$ cat src/hdl/sha1_digest_engine_macros.svh
// Assertion macros shared by the engine RTL.
// Each macro expects clk and rst in scope.
`ifndef SHA1_DIGEST_ENGINE_MACROS_SVH
`define SHA1_DIGEST_ENGINE_MACROS_SVH
`ifndef NO_ASSERTIONS
// Check a property on every clock edge outside reset.
`define SHA1DE_ASSERT(lbl, prop, msg) \
  lbl: assert property (@(posedge clk) disable iff (rst) prop) else $error(msg);
// Check that a condition is followed by another in the next cycle.
`define SHA1DE_ASSERT_NEXT(lbl, ante, cons, msg) \
  lbl: assert property (@(posedge clk) disable iff (rst) (ante) |=> (cons)) else $error(msg);
`else
`define SHA1DE_ASSERT(lbl, prop, msg)
`define SHA1DE_ASSERT_NEXT(lbl, ante, cons, msg)
`endif
`endif

$ cat src/hdl/sha1de_pkg.sv
package sha1de_pkg;

  // Message length counter width (32..64)
  localparam int LENGTH_COUNTER_BITS = 64;

  // Request queue between front and back
  localparam int Q_DEPTH = 4;
  localparam int Q_PTR_W = $clog2(Q_DEPTH);
  localparam int Q_CNT_W = $clog2(Q_DEPTH + 1);

  localparam logic [6:0] LAST_ROUND  = 7'd79;
  localparam logic [4:0] LAST_DIGEST = 5'd19;
  localparam logic [7:0] PAD_MARK    = 8'h80;

  localparam logic [31:0] IV0 = 32'h67452301;
  localparam logic [31:0] IV1 = 32'hEFCDAB89;
  localparam logic [31:0] IV2 = 32'h98BADCFE;
  localparam logic [31:0] IV3 = 32'h10325476;
  localparam logic [31:0] IV4 = 32'hC3D2E1F0;

  localparam logic [31:0] K0 = 32'h5A827999;
  localparam logic [31:0] K1 = 32'h6ED9EBA1;
  localparam logic [31:0] K2 = 32'h8F1BBCDC;
  localparam logic [31:0] K3 = 32'hCA62C1D6;

  // Request classes after the front drops idle items
  typedef enum logic [1:0] {
    KIND_BYTE      = 2'd0,
    KIND_BYTE_LAST = 2'd1,
    KIND_END       = 2'd2
  } kind_t;

  typedef struct packed {
    kind_t      kind;
    logic [7:0] data;
  } item_t;

  typedef enum logic [1:0] {
    ST_TAKE  = 2'd0,
    ST_PAD   = 2'd1,
    ST_ROUND = 2'd2,
    ST_ADD   = 2'd3
  } state_t;

  // Round constant by group of twenty rounds
  function automatic logic [31:0] round_k(input logic [1:0] grp);
    logic [31:0] k;
    case (grp)
      2'd0:    k = K0;
      2'd1:    k = K1;
      2'd2:    k = K2;
      default: k = K3;
    endcase
    return k;
  endfunction

  // Round function: choose, parity, majority, parity
  function automatic logic [31:0] round_f(input logic [1:0] grp, input logic [31:0] b,
                                          input logic [31:0] c, input logic [31:0] d);
    logic [31:0] f;
    case (grp)
      2'd0:    f = (b & c) | (~b & d);
      2'd2:    f = (b & c) | (b & d) | (c & d);
      default: f = b ^ c ^ d;
    endcase
    return f;
  endfunction

endpackage

$ cat src/hdl/sha1_digest_engine.sv
// SHA-1 over a byte stream: one request per byte, 20 digest bytes per message.
// Intake shifts each queued byte into the block; a full 64-byte block then runs 80
// rounds and one chain update before intake or padding resumes.
// Digest bytes then leave one per cycle while out_ready is high.
// Reset: chain words to the initial hash, counters zero, 4-entry queue and output empty.
module sha1_digest_engine (
  input  logic       clk,
  input  logic       rst,
  input  logic       in_valid,
  output logic       in_ready,
  input  logic [7:0] data_byte,
  input  logic       byte_valid,
  input  logic       is_last,
  output logic       out_valid,
  input  logic       out_ready,
  output logic [7:0] digest_byte,
  output logic       digest_last
);

  sha1de_pkg::item_t push_item;
  sha1de_pkg::item_t head_item;
  logic              push;
  logic              q_full;
  logic              head_valid;
  logic              pop;

  sha1de_front u_front (
    .in_valid   (in_valid),
    .in_ready   (in_ready),
    .data_byte  (data_byte),
    .byte_valid (byte_valid),
    .is_last    (is_last),
    .q_full     (q_full),
    .push       (push),
    .push_item  (push_item)
  );

  sha1de_queue u_queue (
    .clk        (clk),
    .rst        (rst),
    .push       (push),
    .push_item  (push_item),
    .full       (q_full),
    .pop        (pop),
    .head_valid (head_valid),
    .head_item  (head_item)
  );

  sha1de_core u_core (
    .clk         (clk),
    .rst         (rst),
    .q_valid     (head_valid),
    .q_item      (head_item),
    .q_pop       (pop),
    .out_valid   (out_valid),
    .out_ready   (out_ready),
    .digest_byte (digest_byte),
    .digest_last (digest_last)
  );

endmodule

$ cat src/hdl/sha1de_front.sv
module sha1de_front (
  input  logic                  in_valid,
  output logic                  in_ready,
  input  logic [7:0]            data_byte,
  input  logic                  byte_valid,
  input  logic                  is_last,
  input  logic                  q_full,
  output logic                  push,
  output sha1de_pkg::item_t     push_item
);

  logic accept;

  // Take a request whenever the queue has room
  assign in_ready = !q_full;
  assign accept   = in_valid && in_ready;

  // Drop idle requests, queue everything else
  assign push = accept && (byte_valid || is_last);

  // Classify the request
  always_comb begin
    push_item.data = data_byte;
    if (byte_valid && is_last) begin
      push_item.kind = sha1de_pkg::KIND_BYTE_LAST;
    end else if (byte_valid) begin
      push_item.kind = sha1de_pkg::KIND_BYTE;
    end else begin
      push_item.kind = sha1de_pkg::KIND_END;
    end
  end

endmodule

$ cat src/hdl/sha1de_queue.sv
module sha1de_queue (
  input  logic              clk,
  input  logic              rst,
  input  logic              push,
  input  sha1de_pkg::item_t push_item,
  output logic              full,
  input  logic              pop,
  output logic              head_valid,
  output sha1de_pkg::item_t head_item
);

  sha1de_pkg::item_t                   entries [sha1de_pkg::Q_DEPTH];
  logic [sha1de_pkg::Q_PTR_W-1:0]      wr_ptr;
  logic [sha1de_pkg::Q_PTR_W-1:0]      rd_ptr;
  logic [sha1de_pkg::Q_CNT_W-1:0]      count;
  logic                                do_push;
  logic                                do_pop;

  localparam logic [sha1de_pkg::Q_PTR_W-1:0] PTR_LAST =
    sha1de_pkg::Q_PTR_W'(sha1de_pkg::Q_DEPTH - 1);
  localparam logic [sha1de_pkg::Q_CNT_W-1:0] CNT_FULL =
    sha1de_pkg::Q_CNT_W'(sha1de_pkg::Q_DEPTH);

  assign full       = (count == CNT_FULL);
  assign head_valid = (count != '0);
  assign head_item  = entries[rd_ptr];
  assign do_push    = push && !full;
  assign do_pop     = pop && head_valid;

  // Advance pointers and occupancy
  always_ff @(posedge clk) begin
    if (rst) begin
      wr_ptr <= '0;
      rd_ptr <= '0;
      count  <= '0;
    end else begin
      if (do_push) begin
        wr_ptr <= (wr_ptr == PTR_LAST) ? '0 : wr_ptr + 1'b1;
      end
      if (do_pop) begin
        rd_ptr <= (rd_ptr == PTR_LAST) ? '0 : rd_ptr + 1'b1;
      end
      if (do_push && !do_pop) begin
        count <= count + 1'b1;
      end else if (do_pop && !do_push) begin
        count <= count - 1'b1;
      end
    end
  end

  // Hold queued requests
  always_ff @(posedge clk) begin
    if (do_push) begin
      entries[wr_ptr] <= push_item;
    end
  end

endmodule

$ cat src/hdl/sha1de_core.sv
`include "sha1_digest_engine_macros.svh"

module sha1de_core (
  input  logic              clk,
  input  logic              rst,
  input  logic              q_valid,
  input  sha1de_pkg::item_t q_item,
  output logic              q_pop,
  output logic              out_valid,
  input  logic              out_ready,
  output logic [7:0]        digest_byte,
  output logic              digest_last
);

  localparam int LCB = sha1de_pkg::LENGTH_COUNTER_BITS;

  sha1de_pkg::state_t state;
  sha1de_pkg::state_t state_next;

  logic [511:0]     blk;
  logic [31:0]      chain [5];
  logic [31:0]      sums  [5];
  logic [31:0]      wa, wb, wc, wd, we;
  logic [159:0]     dig;
  logic [LCB-1:0]   bit_count;
  logic [5:0]       pos;
  logic [6:0]       round_cnt;
  logic [4:0]       out_cnt;
  logic             pad_mode;
  logic             pad_first;
  logic             two_blk;
  logic             final_blk;

  logic             is_byte;
  logic             has_last;
  logic             blk_full;
  logic             shift_en;
  logic [7:0]       shift_byte;
  logic             start_cmp;
  logic             add_commit;
  logic             dig_load;
  logic             out_take;
  logic [7:0]       pad_byte;
  logic [63:0]      len64;
  logic [2:0]       len_idx;
  logic [1:0]       grp;
  logic [31:0]      w_new;
  logic [31:0]      temp;

  // Decode the queued request
  assign is_byte  = (q_item.kind inside {sha1de_pkg::KIND_BYTE, sha1de_pkg::KIND_BYTE_LAST});
  assign has_last = (q_item.kind inside {sha1de_pkg::KIND_BYTE_LAST, sha1de_pkg::KIND_END});
  assign blk_full = (pos == 6'd63);

  // Pick the padding byte: marker, zero fill or big-endian length
  assign len64   = 64'(bit_count);
  assign len_idx = 3'd7 - pos[2:0];
  always_comb begin
    if (pad_first) begin
      pad_byte = sha1de_pkg::PAD_MARK;
    end else if (pos[5:3] == 3'b111 && !two_blk) begin
      pad_byte = len64[{len_idx, 3'b000} +: 8];
    end else begin
      pad_byte = 8'h00;
    end
  end

  // Compute one round and the next schedule word
  always_comb begin
    if (round_cnt < 7'd20) begin
      grp = 2'd0;
    end else if (round_cnt < 7'd40) begin
      grp = 2'd1;
    end else if (round_cnt < 7'd60) begin
      grp = 2'd2;
    end else begin
      grp = 2'd3;
    end
  end
  assign w_new = {blk[95:64] ^ blk[255:224] ^ blk[447:416] ^ blk[511:480]}
                   << 1 | {31'd0, blk[95] ^ blk[255] ^ blk[447] ^ blk[511]};
  assign temp  = {wa[26:0], wa[31:27]} + sha1de_pkg::round_f(grp, wb, wc, wd) + we
                 + blk[511:480] + sha1de_pkg::round_k(grp);

  // Fold the working words into the chain
  assign sums[0] = chain[0] + wa;
  assign sums[1] = chain[1] + wb;
  assign sums[2] = chain[2] + wc;
  assign sums[3] = chain[3] + wd;
  assign sums[4] = chain[4] + we;

  assign out_take    = out_valid && out_ready;
  assign digest_byte = dig[159:152];
  assign digest_last = (out_cnt == sha1de_pkg::LAST_DIGEST);

  // Hold the state
  always_ff @(posedge clk) begin
    if (rst) begin
      state <= sha1de_pkg::ST_TAKE;
    end else begin
      state <= state_next;
    end
  end

  // Sequence intake, padding, rounds, chain update and digest release
  always_comb begin
    state_next = state;
    q_pop      = 1'b0;
    shift_en   = 1'b0;
    shift_byte = 8'h00;
    start_cmp  = 1'b0;
    add_commit = 1'b0;
    dig_load   = 1'b0;
    case (state)
      sha1de_pkg::ST_TAKE: begin
        if (q_valid) begin
          q_pop = 1'b1;
          if (is_byte) begin
            shift_en   = 1'b1;
            shift_byte = q_item.data;
          end
          if (is_byte && blk_full) begin
            start_cmp  = 1'b1;
            state_next = sha1de_pkg::ST_ROUND;
          end else if (has_last) begin
            state_next = sha1de_pkg::ST_PAD;
          end
        end
      end
      sha1de_pkg::ST_PAD: begin
        shift_en   = 1'b1;
        shift_byte = pad_byte;
        if (blk_full) begin
          start_cmp  = 1'b1;
          state_next = sha1de_pkg::ST_ROUND;
        end
      end
      sha1de_pkg::ST_ROUND: begin
        if (round_cnt == sha1de_pkg::LAST_ROUND) begin
          state_next = sha1de_pkg::ST_ADD;
        end
      end
      sha1de_pkg::ST_ADD: begin
        if (!final_blk) begin
          add_commit = 1'b1;
          state_next = pad_mode ? sha1de_pkg::ST_PAD : sha1de_pkg::ST_TAKE;
        end else if (!out_valid) begin
          dig_load   = 1'b1;
          state_next = sha1de_pkg::ST_TAKE;
        end
      end
      default: begin
        state_next = sha1de_pkg::ST_TAKE;
      end
    endcase
  end

  // Update control state and chaining words
  always_ff @(posedge clk) begin
    if (rst) begin
      chain[0]  <= sha1de_pkg::IV0;
      chain[1]  <= sha1de_pkg::IV1;
      chain[2]  <= sha1de_pkg::IV2;
      chain[3]  <= sha1de_pkg::IV3;
      chain[4]  <= sha1de_pkg::IV4;
      bit_count <= '0;
      pos       <= '0;
      round_cnt <= '0;
      pad_mode  <= 1'b0;
      pad_first <= 1'b0;
      two_blk   <= 1'b0;
      final_blk <= 1'b0;
      out_valid <= 1'b0;
      out_cnt   <= '0;
    end else begin
      if (shift_en) begin
        pos <= pos + 1'b1;
      end
      if (state == sha1de_pkg::ST_TAKE && q_pop) begin
        if (is_byte) begin
          bit_count <= bit_count + LCB'(8);
        end
        if (has_last) begin
          pad_mode  <= 1'b1;
          pad_first <= 1'b1;
        end
      end
      // Track which padded block is being filled
      if (state == sha1de_pkg::ST_PAD) begin
        pad_first <= 1'b0;
        if (blk_full) begin
          two_blk   <= 1'b0;
          final_blk <= !pad_first && !two_blk;
        end else if (pad_first) begin
          two_blk <= (pos[5:3] == 3'b111);
        end
      end
      if (state == sha1de_pkg::ST_ROUND) begin
        round_cnt <= (round_cnt == sha1de_pkg::LAST_ROUND) ? 7'd0 : round_cnt + 1'b1;
      end
      if (add_commit) begin
        for (int i = 0; i < 5; i++) begin
          chain[3'(i)] <= sums[3'(i)];
        end
      end
      // Release the digest and restart for the next message
      if (dig_load) begin
        chain[0]  <= sha1de_pkg::IV0;
        chain[1]  <= sha1de_pkg::IV1;
        chain[2]  <= sha1de_pkg::IV2;
        chain[3]  <= sha1de_pkg::IV3;
        chain[4]  <= sha1de_pkg::IV4;
        bit_count <= '0;
        pad_mode  <= 1'b0;
        final_blk <= 1'b0;
        out_valid <= 1'b1;
        out_cnt   <= '0;
      end else if (out_take) begin
        if (digest_last) begin
          out_valid <= 1'b0;
        end else begin
          out_cnt <= out_cnt + 1'b1;
        end
      end
    end
  end

  // Shift the block, run the working words, unload the digest
  always_ff @(posedge clk) begin
    if (shift_en) begin
      blk <= {blk[503:0], shift_byte};
    end else if (state == sha1de_pkg::ST_ROUND) begin
      blk <= {blk[479:0], w_new};
    end
    if (start_cmp) begin
      wa <= chain[0];
      wb <= chain[1];
      wc <= chain[2];
      wd <= chain[3];
      we <= chain[4];
    end else if (state == sha1de_pkg::ST_ROUND) begin
      wa <= temp;
      wb <= wa;
      wc <= {wb[1:0], wb[31:2]};
      wd <= wc;
      we <= wd;
    end
    if (dig_load) begin
      dig <= {sums[0], sums[1], sums[2], sums[3], sums[4]};
    end else if (out_take) begin
      dig <= {dig[151:0], 8'h00};
    end
  end

  `SHA1DE_ASSERT(a_round_range, round_cnt <= sha1de_pkg::LAST_ROUND, "round count past 79")
  `SHA1DE_ASSERT_NEXT(a_round_to_add, state == sha1de_pkg::ST_ROUND && round_cnt == sha1de_pkg::LAST_ROUND, state == sha1de_pkg::ST_ADD, "missed chain update")
  `SHA1DE_ASSERT(a_out_cnt, out_valid |-> (out_cnt <= sha1de_pkg::LAST_DIGEST), "digest index out of range")
  `SHA1DE_ASSERT_NEXT(a_last_drop, out_valid && out_ready && digest_last, !out_valid, "digest not released")
  `SHA1DE_ASSERT(a_final_blk, final_blk |-> (pad_mode && !pad_first && !two_blk), "final block outside length block")

endmodule

$ cat config.mk
export PLATFORM = sky130hd
export DESIGN_NAME = sha1_digest_engine
export DESIGN_NICKNAME = d
export VERILOG_FILES = /design/src/hdl/sha1de_pkg.sv /design/src/hdl/sha1_digest_engine.sv /design/src/hdl/sha1de_front.sv /design/src/hdl/sha1de_queue.sv /design/src/hdl/sha1de_core.sv
export VERILOG_INCLUDE_DIRS = /design/src /design/src/hdl
export SDC_FILE = /design/constraint.sdc
export NUM_CORES = 2
export LEC_CHECK = 0
export CELL_PAD_IN_SITES_DETAIL_PLACEMENT = 0
export CELL_PAD_IN_SITES_GLOBAL_PLACEMENT = 1
export CORE_ASPECT_RATIO = 1.1
export CORE_MARGIN = 1
export CORE_UTILIZATION = 50
export CTS_BUF_LIST = sky130_fd_sc_hd__clkbuf_2 sky130_fd_sc_hd__clkbuf_4 sky130_fd_sc_hd__clkbuf_8
export CTS_CLUSTER_SIZE = 24
export DETAILED_ROUTE_END_ITERATION = 10
export DONT_BUFFER_PORTS = 1
export PLACE_DENSITY_LB_ADDON = 0.15
export SKIP_LAST_GASP = 1
export SYNTH_ARGS = -nofsm -noshare
export SYNTH_HDL_FRONTEND = slang
export SYNTH_SLANG_ARGS = --single-unit
export TNS_END_PERCENT = 100
$ cat constraint.sdc
create_clock -name clk -period 30.3 [get_ports clk]
set_input_delay 3.03 -clock clk [delete_from_list [all_inputs] [get_ports clk]]
set_output_delay 3.03 -clock clk [all_outputs]
set_load 0.02 [all_outputs]
==> run metrics <==
status=completed; most frequent cells in the layout=nand2_1, edfxtp_1, o21ai_0, nor2_1, inv_1; Setup Crit Path Kind=reg2reg; CTS clk-pin slew, worst paths=approximately 0.060 ns; clk sinks=between 1000 and 1500; first-pass GRT wire length=around 230000 um; Worst Hold End=u_core.pos[5]; Slew Limit Fails=0; async set or reset register ratio after synthesis=0%; f_max=roughly 140 MHz; routed wire length=between 150000 and 200000 um; I/O Buffers=0; Die Width=about 330 um; Starting Density=~51%; Die Y=approximately 360 um; Max H-tree Level=4; pin count of the biggest net entering global routing=~190; Data required, critical path=between 30 and 40 ns; setup slack, reg-to-reg=approximately 23 ns; Max IR drop VDD=about 140 uV; CTS Root Cell=clkbuf_8; FILL cells=~10000; area grow syn2layout=8.29%; hold crit path type=reg2reg; Fin Clk Skew=about 0.050 ns; worst reg2reg path endpoint=u_core.wa[31]; CTS tree=yes; Synth Instances=approximately 5700; gpl congestion=just over 0.9; hold-critical path depth=2; Fin. Hold Viols=0; Yosys warnings=0; pwr/cell area=around 130 nW/um^2; RSZ-0062 raised after global routing=false; Mean Syn Cell Area=between 10 and 15 um^2; number of DRC markers in iteration 0=3440; Finish-stage setup viols=0; Num CTS Buffers=182; initial antenna violation count=7; post-route antenna net violation count=0; Hold Crit Start=u_core.pos[5]; Vias/cell=approximately 5.5; Slew headroom=about 29%; drt pass-1 iters=6; half-perimeter wire length after placement=107000 um; Max-cap violations=0; commonest non-fill, non-tap cell in the layout=nand2_1; Cell variety after synth=81; flops & latches, synth=roughly 1100; share of layout cells above drive strength 1=6.97%; final core utilization=between 50% and 60%; prevailing post-synth register cell=edfxtp_1; Register Area=between 30000 and 40000 um^2; Worst EP arrival=roughly 7.6 ns; Rows=130; Area contributors post-synth=edfxtp_1, nand2_1, fa_1; Yosys top cell area share=51.8%; CTS Buffer Depth=3; EDFF count, synth=1000; Leak=around 25 nW; r2r startpoint=u_core.round_cnt[3]; drt wl/cell=a little over 20 um; Post-CTS Setup Bufs=0; Critical Path Fanout Max=32; Setup crit start=u_core.round_cnt[3]; fin crit share=22.9%; via count=just over 40000; clk_lat worst skew=0.92 ns; CTS resizes=0; Total Routing Usage GR=about a quarter; gr ovfl total=0; worst r2r path cells=24; cts hold-fix bufs=0; IO Pins=25; CP Capture Type=flip-flop; vias in the first global route=around 39000; critical path launch point type=flip-flop; multi-input logic area=around 24000 um^2; nets@finish=6038; Residual DRC=0; Core Area=around 110000 um^2; Synthesized Nets=6064; Die Area=between 100000 and 150000 um^2; post-synth top area cell=edfxtp_1; final setup TNS=0 ns; minimum clock period=about 6.9 ns; Worst-Margin Slew=1.07 ns; Seq/Total Area, Yosys=a little under three fifths; Post-Synthesis Cell Area=~58000 um^2
-- kinds of logic after synthesis --
group,count (synthesis),share of synthesized area [%]
simple gates,2674,18.6
flops,1095,55.0
compound gates,792,8.22
buf+inv,479,3.19
xor+xnor,323,4.88
fa+ha+maj,308,8.26
mux,71,1.79
-- power by group --
group	switching [mW]	internal [mW]
clock network	0.617	0.685
logic	2.52	1.45
registers	0.435	2.65
-- metal layers --
layer | global-route usage (%) | vias up | part of all wire (%)
met5 | 0 | - | 0
met4 | 10.4 | 0 | 3.8
met3 | 4.64 | 257 | 5.5
met2 | 41.5 | 993 | 47
met1 | 35.5 | 19500 | 44
li1 | - | 19500 | -
-- flip-flops by register name, indices dropped and copies added (netlist names), 2 cells and up, named ones only --
signal and flops:
u_core.chain 128, u_core.wb 32, u_core.pos 6, u_queue.rd_ptr 2
u_queue.entries 40, u_core.state 2, u_queue.count 3, u_core.wc 32
u_core.dig 160, u_core.we 32, u_core.wa 32, u_core.blk 512
u_core.out_cnt 5, u_core.round_cnt 7, u_queue.wr_ptr 2, u_core.wd 32
u_core.bit_count 61
-- worst max-delay path, cell delays in order (launching register included) --
cell and delay [ns]:
dfxtp_1 0.38, or2_2 0.33, a21oi_1 0.57, inv_1 0.32
ha_1 0.26, buf_4 0.24, a22oi_1 0.21, o21ai_0 0.13
fa_1 0.52, inv_1 0.05, fa_1 0.54, fa_1 0.44
inv_1 0.07, ha_1 0.16, inv_1 0.05, fa_1 0.40
nor2b_1 0.19, o31a_1 0.22, o21ai_1 0.18, o31a_1 0.35
a21oi_1 0.33, o31ai_1 0.12, a21oi_1 0.25, nand2_1 0.09
a221o_1 0.32
-- cell type report --
class / instances / area share, %
flip-flops and latches: 1095 / 50.8
clock inverters: 85 / 0.896
multi-input cells: 4168 / 38.7
well taps: 1518 / 3.02
repair buffers: 38 / 0.474
diodes: 3 / 0.0119
clock buffers: 236 / 4.69
inverters: 231 / 1.38
-- worst max-delay path by stage --
| stage | end |
|---|---|
| 6_report | u_core.wa[31] |
| 3_5_place_dp | u_core.wa[31] |
| 4_1_cts | u_core.wa[31] |
| 5_1_grt | u_core.wa[31] |
| 2_1_floorplan | u_core.blk[0] |
| 3_3_place_gp | u_core.wa[31] |
-- Yosys cell counts (all sizes together) (51+ instances only) --
cell type and count:
a21o 64, o21ai 354, xnor2 206, dfxtp 95, inv 231, ha 183, xor2 117, edfxtp 1000
nand2 2097, clkbuf 219, nor2 252, a21oi 173, nand2b 51, fa 125, nand3 53
-- stage by stage --
stage	worst slack, ns	instances	power [mW]	hold slack, ns	area, um^2
5_1_grt	22.95	7372	9.05	0.513	62800
3_3_place_gp	23.41	7050	7.05	0.459	59300
6_report	23.35	7374	8.36	0.480	62800
3_5_place_dp	23.33	7050	7.08	0.468	59300
4_1_cts	23.31	7371	8.43	0.483	62800
2_1_floorplan	16.38	5742	6.20	0.438	58000
Power figures use the tool's default switching activity.
